File: config.mk
export PLATFORM = sky130hd
export DESIGN_NAME = vcs_div
export DESIGN_NICKNAME = d
export VERILOG_FILES = /design/src/sv/vcs_div.sv
export SDC_FILE = /design/constraint.sdc
export NUM_CORES = 2
export LEC_CHECK = 0
export ABC_AREA = 1
export BUFFER_PORTS_ARGS = -buffer_cell sky130_fd_sc_hd__buf_2
export CAP_MARGIN = 20
export CELL_PAD_IN_SITES_DETAIL_PLACEMENT = 0
export CELL_PAD_IN_SITES_GLOBAL_PLACEMENT = 1
export CORE_ASPECT_RATIO = 1.25
export CORE_MARGIN = 5
export CORE_UTILIZATION = 40
export DETAILED_ROUTE_END_ITERATION = 7
export PLACE_DENSITY_LB_ADDON = 0.25
export SYNTH_ARGS = -nofsm -noshare
export SYNTH_HDL_FRONTEND = slang
export SYNTH_SLANG_ARGS = --single-unit
File: constraint.sdc
create_clock -name clk -period 2.8 [get_ports clk]
set_clock_uncertainty 0.15 [all_clocks]
set_input_delay 0.42 -clock clk [delete_from_list [all_inputs] [get_ports clk]]
set_output_delay 0.42 -clock clk [all_outputs]
set_load 0.005 [all_outputs]
File: src/sv/vcs_div.sv
// Pipelined restoring divider for a dividend no larger than the divisor:
// one integer bit then FB fraction bits, one bit per stage. No package use.
module vcs_div #(
  parameter int DW = 33,
  parameter int FB = 14,
  parameter int TW = 8
) (
  input  logic          clk,
  input  logic          rst,
  input  logic          in_valid,
  input  logic [DW-1:0] in_num,
  input  logic [DW-1:0] in_den,
  input  logic [TW-1:0] in_tag,
  output logic          out_valid,
  output logic [FB:0]   out_quo,
  output logic [DW-1:0] out_den,
  output logic [TW-1:0] out_tag
);

  localparam int NS = FB + 1;

  logic          vld [1:NS];
  logic [DW-1:0] rem [1:NS];
  logic [DW-1:0] den [1:NS];
  logic [FB:0]   quo [1:NS];
  logic [TW-1:0] tag [1:NS];

  for (genvar s = 0; s < NS; s++) begin : g_step
    logic          src_vld;
    logic [DW-1:0] src_rem, src_den;
    logic [FB:0]   src_quo;
    logic [TW-1:0] src_tag;
    logic [DW:0]   rem_sh, rem_n;
    logic          ge;

    if (s == 0) begin : g_first
      assign src_vld = in_valid;
      assign src_rem = in_num;
      assign src_den = in_den;
      assign src_quo = '0;
      assign src_tag = in_tag;
      assign rem_sh  = {1'b0, src_rem};
    end else begin : g_rest
      assign src_vld = vld[s];
      assign src_rem = rem[s];
      assign src_den = den[s];
      assign src_quo = quo[s];
      assign src_tag = tag[s];
      assign rem_sh  = {src_rem, 1'b0};
    end

    always_comb begin
      ge    = rem_sh >= {1'b0, src_den};
      rem_n = ge ? rem_sh - {1'b0, src_den} : rem_sh;
    end

    always_ff @(posedge clk) begin
      if (rst) begin
        vld[s+1] <= 1'b0;
      end else begin
        vld[s+1] <= src_vld;
      end
      rem[s+1] <= rem_n[DW-1:0];
      den[s+1] <= src_den;
      quo[s+1] <= {src_quo[FB-1:0], ge};
      tag[s+1] <= src_tag;
    end
  end

  assign out_valid = vld[NS];
  assign out_quo   = quo[NS];
  assign out_den   = den[NS];
  assign out_tag   = tag[NS];

endmodule

==> reports/metrics.yaml <==
clock-sinks: 1212
worstReg2RegStart: "den[0][57]"
seqPwrFrac_pct: 27.0
layout_min_cycle_time_ps: 2750
crit_path_end_kind: "flip-flop"
multi_input_area_mm2: 0.0358
r2r_slack_ps: 50
hp-start: "in_tag[6]"
cpMostUsedCell: "nand2_1"
drtPass1Iterations: 7
worstMarginPinSlew_ps: 558
cts_tree: "built"
max-vdd-ir-drop_mv: 0.854
hold_depth: 2
placed_cells: 13800
die-area_mm2: 0.184
status: "complete, no violations"
p_int_uw: 51900
dr_total_vias: 65600
ioPinCount: 134
critPathKind: "reg -> reg"
slowest_delay_ps: 410
post_drt_wl_per_cell_um: 18.5
mostFrequentLayoutCell: "nand2_1"
nNetsFinal: 12200
switching_share_pct: 47.9
grt_pass1_vias: 64600
viasPerCell: 4.66
grt.total_usage_pct: 27.8
placed_area_mm2: 0.0755
tns_ps: 0
rsz0062_at_grt: "false"
clk_latency_ps: 800
holdPathEnd: "tag[1][6]"
crit_arrival_ps: 3250
synth_mux_area_share_pct: 0
cellLeakagePower_uw: 0.0474
hpwl_um: 222000
cts_root_buf: "clkbuf_16"
finalSetupViolCount: 0
crit_family: "simple AND/OR/NAND/NOR gates"
reg2reg_depth: 13
min_path_type: "in -> reg"
seq_area_frac_synth_pct: 34.6
ant_nets: 0
synth_xor_area_share_pct: 2.47
syn_nets: 11600
layout_common_cells: "nand2_1, inv_1, dfxtp_1"
combPwrFrac_pct: 53.5
synth_fa_ha_area_share_pct: 9.20
synth_top_family_by_area: "simple AND/OR/NAND/NOR gates"
drv_slew: 0
cp_num_buf_inv: 2
die_y_um: 478
fp.coreArea_mm2: 0.175
clk_pin_slew_worst_paths_ps: 70
drive_gt1_share_pct: 7.54
fmax_mhz: 363
drc_errors: 0
routed_wl_um: 261000
start_util_pct: 40.1
htreeDepth: 4
post-route-period-util_pct: 98.3
synth_compound_area_share_pct: 2.52
antenna_found_initial: 10
cts_buffers: 136
final_core_util_pct: 46.4
startpoint_type: "flip-flop"
fillerInstances: 18800
syn_area_mm2: 0.0702
crit_chain: "inv_1 > ha_1 > nand2_2 > nor2_2 > nand2_1 > nor2_2 > nand2_1 > nor2_1 > nor2_1 > nand2_4 > inv_6 > nand2_1 > nand2_1"
synthSimpleGateAreaFrac_pct: 36.8
ys_types: 34
slew_headroom_pct: 62.5
portBuffers: 133
cp.required_ps: 3300
dieWidth_um: 385
seq_area_mm2: 0.0243
finalNonFillerCells: 14100
grt_first_pass_wirelength_um: 387000
gp_congestion: 0.949
dr.first_iter.drc_count: 3915
worstPathMaxFanout: 32
synth_area_per_cell_um2: 6.35
grt_max_degree: 34
p_sw_uw: 47600
ys_ff_latch: 1212
yosysWarnings: 0
cellPowerDensity_mw_per_mm2: 1220
cts_max_path_buffers: 3
grt_overflow_total: 0
r2r_end: "rem[0][89]"
stdcell_area_mm2: 0.0813
slowest_stage: "dfxtp_2"
clockPowerShare_pct: 19.5
final_hold_viol_count: 0
synthCells: 11100
fp-row-count: 172
area_delta_synth_final_pct: 15.8
hold_ws_ps: 103
max_cap_viol_count: 0
[per-layer routing]
metal	wire length, um	up-vias	track usage [%]
met5	21	-	0
met4	16600	4	15.1
met3	10200	550	3.23
met2	135000	1510	52.9
met1	98800	29500	29.7
li1	-	34100	-
[cells by family after synthesis]
family,count (synthesis)
buffers and inverters,2531
adders and majority gates,508
AOI/OAI and AO/OA,335
DFF,1212
xor gates and xnor gates,198
and+or+nand+nor,6266
[synth_stat cells]
cell / number / area, um2
nand2_1: 4484 / 16800
inv_1: 2390 / 8970
dfxtp_1: 1212 / 24300
nor2_1: 615 / 2310
nand3_1: 604 / 3020
ha_1: 494 / 6180
a21oi_1: 273 / 1370
xor2_1: 195 / 1710
and2_1: 108 / 676
nand3b_1: 108 / 811
nor3_1: 106 / 531
nand4_1: 99 / 619
buf_6: 58 / 653
buf_4: 50 / 375
or2_2: 35 / 219
nor2_2: 32 / 200
o21ai_0: 32 / 160
o21bai_1: 21 / 158
buf_2: 19 / 95.1
nand2_2: 19 / 119
and3_1: 14 / 87.6
fa_1: 14 / 280
nand2_4: 14 / 158
nand3_2: 14 / 140
nor4_1: 11 / 68.8
inv_2: 7 / 26.3
inv_4: 6 / 37.5
a21o_1: 4 / 30.0
nor3_2: 3 / 30.0
xnor2_1: 3 / 26.3
a21oi_4: 2 / 32.5
o21a_1: 2 / 15.0
clkbuf_1: 1 / 3.75
o2111ai_1: 1 / 8.76
[how the worst max path moves through the flow]
stage	from	end	slack, ps	cells after the start
floorplan	in_num[0]	rem[0][65]	730	15
global placement	den[0][57]	rem[0][89]	-110	13
detailed placement	den[0][57]	rem[0][89]	-90	13
CTS	den[0][271]	rem[0][322]	4	13
global route	den[0][269]	rem[0][303]	4	16
finish	den[0][57]	rem[0][89]	50	13
[final cells by class]
class	instances	share of cell area, %
clock buffer	158	4.52
clock inverter	90	1.46
sequential	1212	29.9
inverter	2403	11.1
tap	2349	3.62
multi-input combinational	7307	44.1
timing repair buffer	557	5.30
antenna	4	0.0123
[sequential cells by signal, summed over array words and instances (netlist names)]
register,flops
rem,462
vld,15
quo,120
den,495
tag,120
[power by group through the flow]
| stage | Sequential (uW) | Clock, uW | Combinational [uW] |
|---|---|---|---|
| 2_1_floorplan | 24200 | 0 | 36600 |
| 3_3_place_gp | 27400 | 0 | 52600 |
| 3_5_place_dp | 27400 | 0 | 52700 |
| 4_1_cts | 27000 | 19900 | 53100 |
| 5_1_grt | 27100 | 20600 | 59900 |
| 6_report | 26900 | 19400 | 53200 |
[what timing repair did]
item | CTS | global route
resized for setup | 4 | 35
setup endpoints to repair | 32 | 155
setup buffers | 0 | 0
hold buffers | 77 | 0
hold endpoints to repair | 89 | 0
[stage by stage]
step                setup WS (ps)  total power, uW
detailed placement          -88.5            80100
global route                 4.37           108000
CTS                          4.23           100000
finish                       47.8            99500
floorplan                     729            60700
global placement             -107            80000
Power figures use the tool's default switching activity.
