===== config.mk =====
export PLATFORM = sky130hd
export DESIGN_NAME = vcs_isqrt
export DESIGN_NICKNAME = d
export VERILOG_FILES = /design/src/sv/vcs_isqrt.sv
export SDC_FILE = /design/constraint.sdc
export NUM_CORES = 2
export LEC_CHECK = 0
export BUFFER_PORTS_ARGS = -buffer_cell sky130_fd_sc_hd__buf_2
export CORE_MARGIN = 2
export CORE_UTILIZATION = 30
export CTS_BUF_LIST = sky130_fd_sc_hd__clkbuf_4 sky130_fd_sc_hd__clkbuf_8
export CTS_CLUSTER_SIZE = 16
export DETAILED_ROUTE_END_ITERATION = 7
export PLACE_DENSITY_LB_ADDON = 0.15
export SYNTH_ARGS = -nofsm -noshare
export SYNTH_HDL_FRONTEND = slang
export SYNTH_MEMORY_MAX_BITS = 65536
export SYNTH_SLANG_ARGS = --single-unit

===== constraint.sdc =====
create_clock -name clk -period 6.4 [get_ports clk]
set_clock_uncertainty 0.15 [all_clocks]
set_input_delay 0.96 -clock clk [delete_from_list [all_inputs] [get_ports clk]]
set_output_delay 0.96 -clock clk [all_outputs]
set_load 0.01 [all_outputs]

===== src/sv/vcs_isqrt.sv =====
// Pipelined integer square root, one result bit per register stage.
// Carries a sideband tag alongside; no package dependencies.
module vcs_isqrt #(
  parameter int PW = 66,
  parameter int TW = 8
) (
  input  logic              clk,
  input  logic              rst,
  input  logic              in_valid,
  input  logic [PW-1:0]     in_rad,
  input  logic [TW-1:0]     in_tag,
  output logic              out_valid,
  output logic [PW/2-1:0]   out_root,
  output logic [TW-1:0]     out_tag
);

  localparam int RW = PW / 2;

  logic          vld  [1:RW];
  logic [PW-1:0] rad  [1:RW];
  logic [RW+1:0] rem  [1:RW];
  logic [RW-1:0] root [1:RW];
  logic [TW-1:0] tag  [1:RW];

  for (genvar s = 0; s < RW; s++) begin : g_step
    logic          src_vld;
    logic [PW-1:0] src_rad;
    logic [RW+1:0] src_rem;
    logic [RW-1:0] src_root;
    logic [TW-1:0] src_tag;
    logic [RW+1:0] rem_sh, trial, rem_n;
    logic          ge;

    if (s == 0) begin : g_first
      assign src_vld  = in_valid;
      assign src_rad  = in_rad;
      assign src_rem  = '0;
      assign src_root = '0;
      assign src_tag  = in_tag;
    end else begin : g_rest
      assign src_vld  = vld[s];
      assign src_rad  = rad[s];
      assign src_rem  = rem[s];
      assign src_root = root[s];
      assign src_tag  = tag[s];
    end

    // bring down the next two radicand bits and try root*4+1
    always_comb begin
      rem_sh = {src_rem[RW-1:0], src_rad[PW-1 -: 2]};
      trial  = {src_root, 2'b01};
      ge     = rem_sh >= trial;
      rem_n  = ge ? rem_sh - trial : rem_sh;
    end

    always_ff @(posedge clk) begin
      if (rst) begin
        vld[s+1] <= 1'b0;
      end else begin
        vld[s+1] <= src_vld;
      end
      rad[s+1]  <= src_rad << 2;
      rem[s+1]  <= rem_n;
      root[s+1] <= {src_root[RW-2:0], ge};
      tag[s+1]  <= src_tag;
    end
  end

  assign out_valid = vld[RW];
  assign out_root  = root[RW];
  assign out_tag   = tag[RW];

endmodule


==> key figures <==
Synth
  • FFs w/ async S/R, synth: 0
  • Ys Warns: 0
  • Post-synth EDFFs: 0
  • Synth cell types: a little over 80
  • Adder-Cell Fraction of Synth Area: 0.0736
  • Mapped cell area: about 100000 sq um
  • Register area share after synthesis: 0.578
  • Mux cell area share after synthesis: 0.0124
  • Simple-gate area share of the yosys netlist: 0.117
  • Syn Inst Count: roughly 9700
  • Compound-Gate Fraction of Synth Area: 0.115
  • Top_reg_cell synth: dfxtp_1
  • Yosys reg bits: between 2000 and 3000
  • Largest family of logic cells by synthesized area: simple AND/OR/NAND/NOR gates
  • Synthesized Nets: roughly 10000
  • Post-synthesis xor/xnor area fraction: 0.0693
  • Synthesized area per cell: between 10 and 15 sq um

Floorplanning
  • Initial Util: 0.301
  • Core area: roughly 340000 sq um
  • Row count: approximately 210
  • I/O pins: 119
  • Die Wd: around 580 um
  • Die ar.: 342000 sq um
  • Die height: around 600 um

Worst setup path
  • Reg2reg start: root[3][232]
  • Critical path peak fanout: 23
  • Flop2flop setup slack: 1810 ps
  • Req. time, crit path: 7200 ps
  • CP Capture Type: register
  • RR Endpoint: rem[0][1122]
  • Length in cells of the worst reg-to-reg path: 13
  • CP arrival: approximately 5400 ps
  • Worst Path Class, Setup: register to register
  • CP endpoint: rem[0][1122]
  • Crit start category: register
  • Critical path launch point: root[3][232]

Placement
  • Placed insts: 14147
  • Port Buffer Count: 118
  • GP Congestion: between 0.8 and 0.9
  • DP HPWL: 166 mm

Route
  • Vias: between 60000 and 70000
  • Vias per cell: roughly 4.4
  • Drc violations: 0
  • 1st-pass router iterations: 7
  • Starting DRT DRC Count: roughly 3300
  • DR WL/cell: 14.8 um
  • Antenna viol nets, final: 0
  • Final WL: roughly 220 mm

STA
  • Max Clk Rate: approximately 220 MHz
  • Minimum clock period: 4590 ps
  • Fin. Hold Viols: 0
  • Slew @ Worst Pin: roughly 1200 ps
  • Relative slew slack: 0.206
  • Slew Limit Fails: 0
  • Setup TNS: 0 ps
  • Setup-failing EPs final: 0
  • Final period utilization: 0.717
  • RSZ-0062 raised after global routing: false

Global routing
  • Vias in the first global route: approximately 69000
  • GR Util All Layers: 0.129
  • Initial antenna violation count: 3
  • Grt ovf: 0
  • Pin count of the biggest net entering global routing: between 50 and 60
  • First-pass GRT wire length: around 360 mm

Finish
  • Storage element area: ~58000 sq um
  • Final #Nets: around 11000
  • Filler Cell Count: roughly 34000
  • Share of cells above drive strength 1: 0.119
  • Commonest non-fill, non-tap cell in the layout: dfxtp_1
  • Area Growth Syn to Fin: 17.9%
  • Multi-input logic area: a little under 40000 sq um
  • Non-Filler Instances: approximately 15000
  • Commonest non-fill, non-tap cells in the layout: 2921 x dfxtp_1, 772 x inv_1, 655 x nand2_1

Clock network
  • Clock Latency Late Sink: between 1000 and 1500 ps
  • H-tree levels: 6
  • TritonCTS Buffers: 521
  • Clock transition at path regs: about 60 ps
  • Root buffer cell: clkbuf_8
  • TritonCTS clock tree: done
  • Sink Count: 2921
  • CTS Buffer Depth: 4

Hold path
  • Worst hold path type: register to register

Power
  • Pwr/cell area: about 400 nW/um^2
  • Leakage power: ~56 nW
  • Design Power: 0.0490 W
  • Worst vdd ir: approximately 0.19 mV

Run
  • Max_cap viols: 0

Outcome
  • Status: finished, final reports clean
==> sequential cells by signal, summed over array words and instances (netlist names) <==
register  count
rem        1007
root        561
rad        1056
tag         264
vld          33
==> worst min path at each step <==
stage | from | endpoint | cells past startpoint
6_report | rad[0][741] | rad[0][807] | 0
5_1_grt | rst | vld[4][2] | 2
4_1_cts | rst | vld[4][2] | 2
3_5_place_dp | rad[0][81] | rad[0][147] | 0
3_3_place_gp | tag[0][72] | tag[0][80] | 0
2_1_floorplan | rad[0][934] | rad[0][1000] | 0
==> cells in the mapped netlist, drive strengths merged, types with 35 or more instances <==
| cell | count | area, sq um |
|---|---|---|
| nand4 | 100 | 626 |
| ha | 595 | 7440 |
| and3 | 55 | 344 |
| clkbuf | 150 | 563 |
| xor2 | 378 | 3310 |
| nand2 | 656 | 2470 |
| o21ai | 496 | 2480 |
| nand3b | 35 | 263 |
| nor2b | 125 | 782 |
| a21o | 272 | 2040 |
| or3 | 78 | 498 |
| o21a | 93 | 698 |
| o31ai | 72 | 541 |
| or2 | 36 | 225 |
| o21bai | 44 | 330 |
| nor2 | 562 | 2110 |
| inv | 775 | 2910 |
| nor4 | 107 | 676 |
| xnor2 | 423 | 3700 |
| a21oi | 568 | 2840 |
| or4 | 74 | 571 |
| nand3 | 149 | 751 |
| mux2 | 106 | 1190 |
| a211oi | 43 | 323 |
| a31oi | 52 | 325 |
| nand2b | 123 | 769 |
| dfxtp | 2921 | 58500 |
| nor3 | 212 | 1070 |
==> where the power goes <==
part	switching, W	internal [W]
sequential	0.00206	0.0210
clock	0.00775	0.0108
combinational	0.00402	0.00336
total	0.0138	0.0352
==> routing by layer <==
layer  share of wire  up-vias  GRT usage
met3           0.045      538     0.0237
met4           0.039        0     0.0574
met2            0.48     1333      0.226
met1            0.43    31071      0.154
li1                -    34085          -
met5               0        -          0
==> critical path: stages (launching register included) <==
cell     delay (ps)
dfxtp_1         320
inv_1            50
ha_1            360
a21oi_1         220
a21oi_1         100
a211o_1         350
o31a_1          330
a21o_1          220
a21o_1          180
a21oi_1         330
o21ai_0         260
a41oi_4         830
buf_4           380
mux2_2          360
==> repair_timing <==
action | in CTS | in global routing
resized for setup | 0 | 0
hold buffers | 76 | 0
setup buffers | 0 | 0
endpoints found under the hold margin | 76 | 0
==> layout make-up <==
cell class,instances,share of cell area
clock buffer,791,0.0832
timing repair buffer,225,0.0133
clock inverter,128,0.0127
multi-input combinational,5784,0.329
sequential,2921,0.490
antenna,4,0.0000839
tap,4515,0.0473
inverter,778,0.0245
==> logic make-up after synthesis <==
group | after synthesis
buf+inv | 945
fa+ha+maj | 595
other cells | 1
flops | 2921
mux | 112
simple gates | 2399
compound gates | 1876
xor+xnor | 801
==> per-stage QoR <==
step | cell area (sq um) | hold WS, ps | util | worst slack, ps
finish | 119000 | 151 | 0.355 | 1810
global route | 119000 | 127 | 0.355 | 1490
CTS | 119000 | 18.6 | 0.355 | 1760
detailed placement | 107000 | 162 | 0.319 | 1810
global placement | 107000 | 160 | 0.319 | 1810
floorplan | 101000 | 160 | - | 2590
Power figures use the tool's default switching activity.
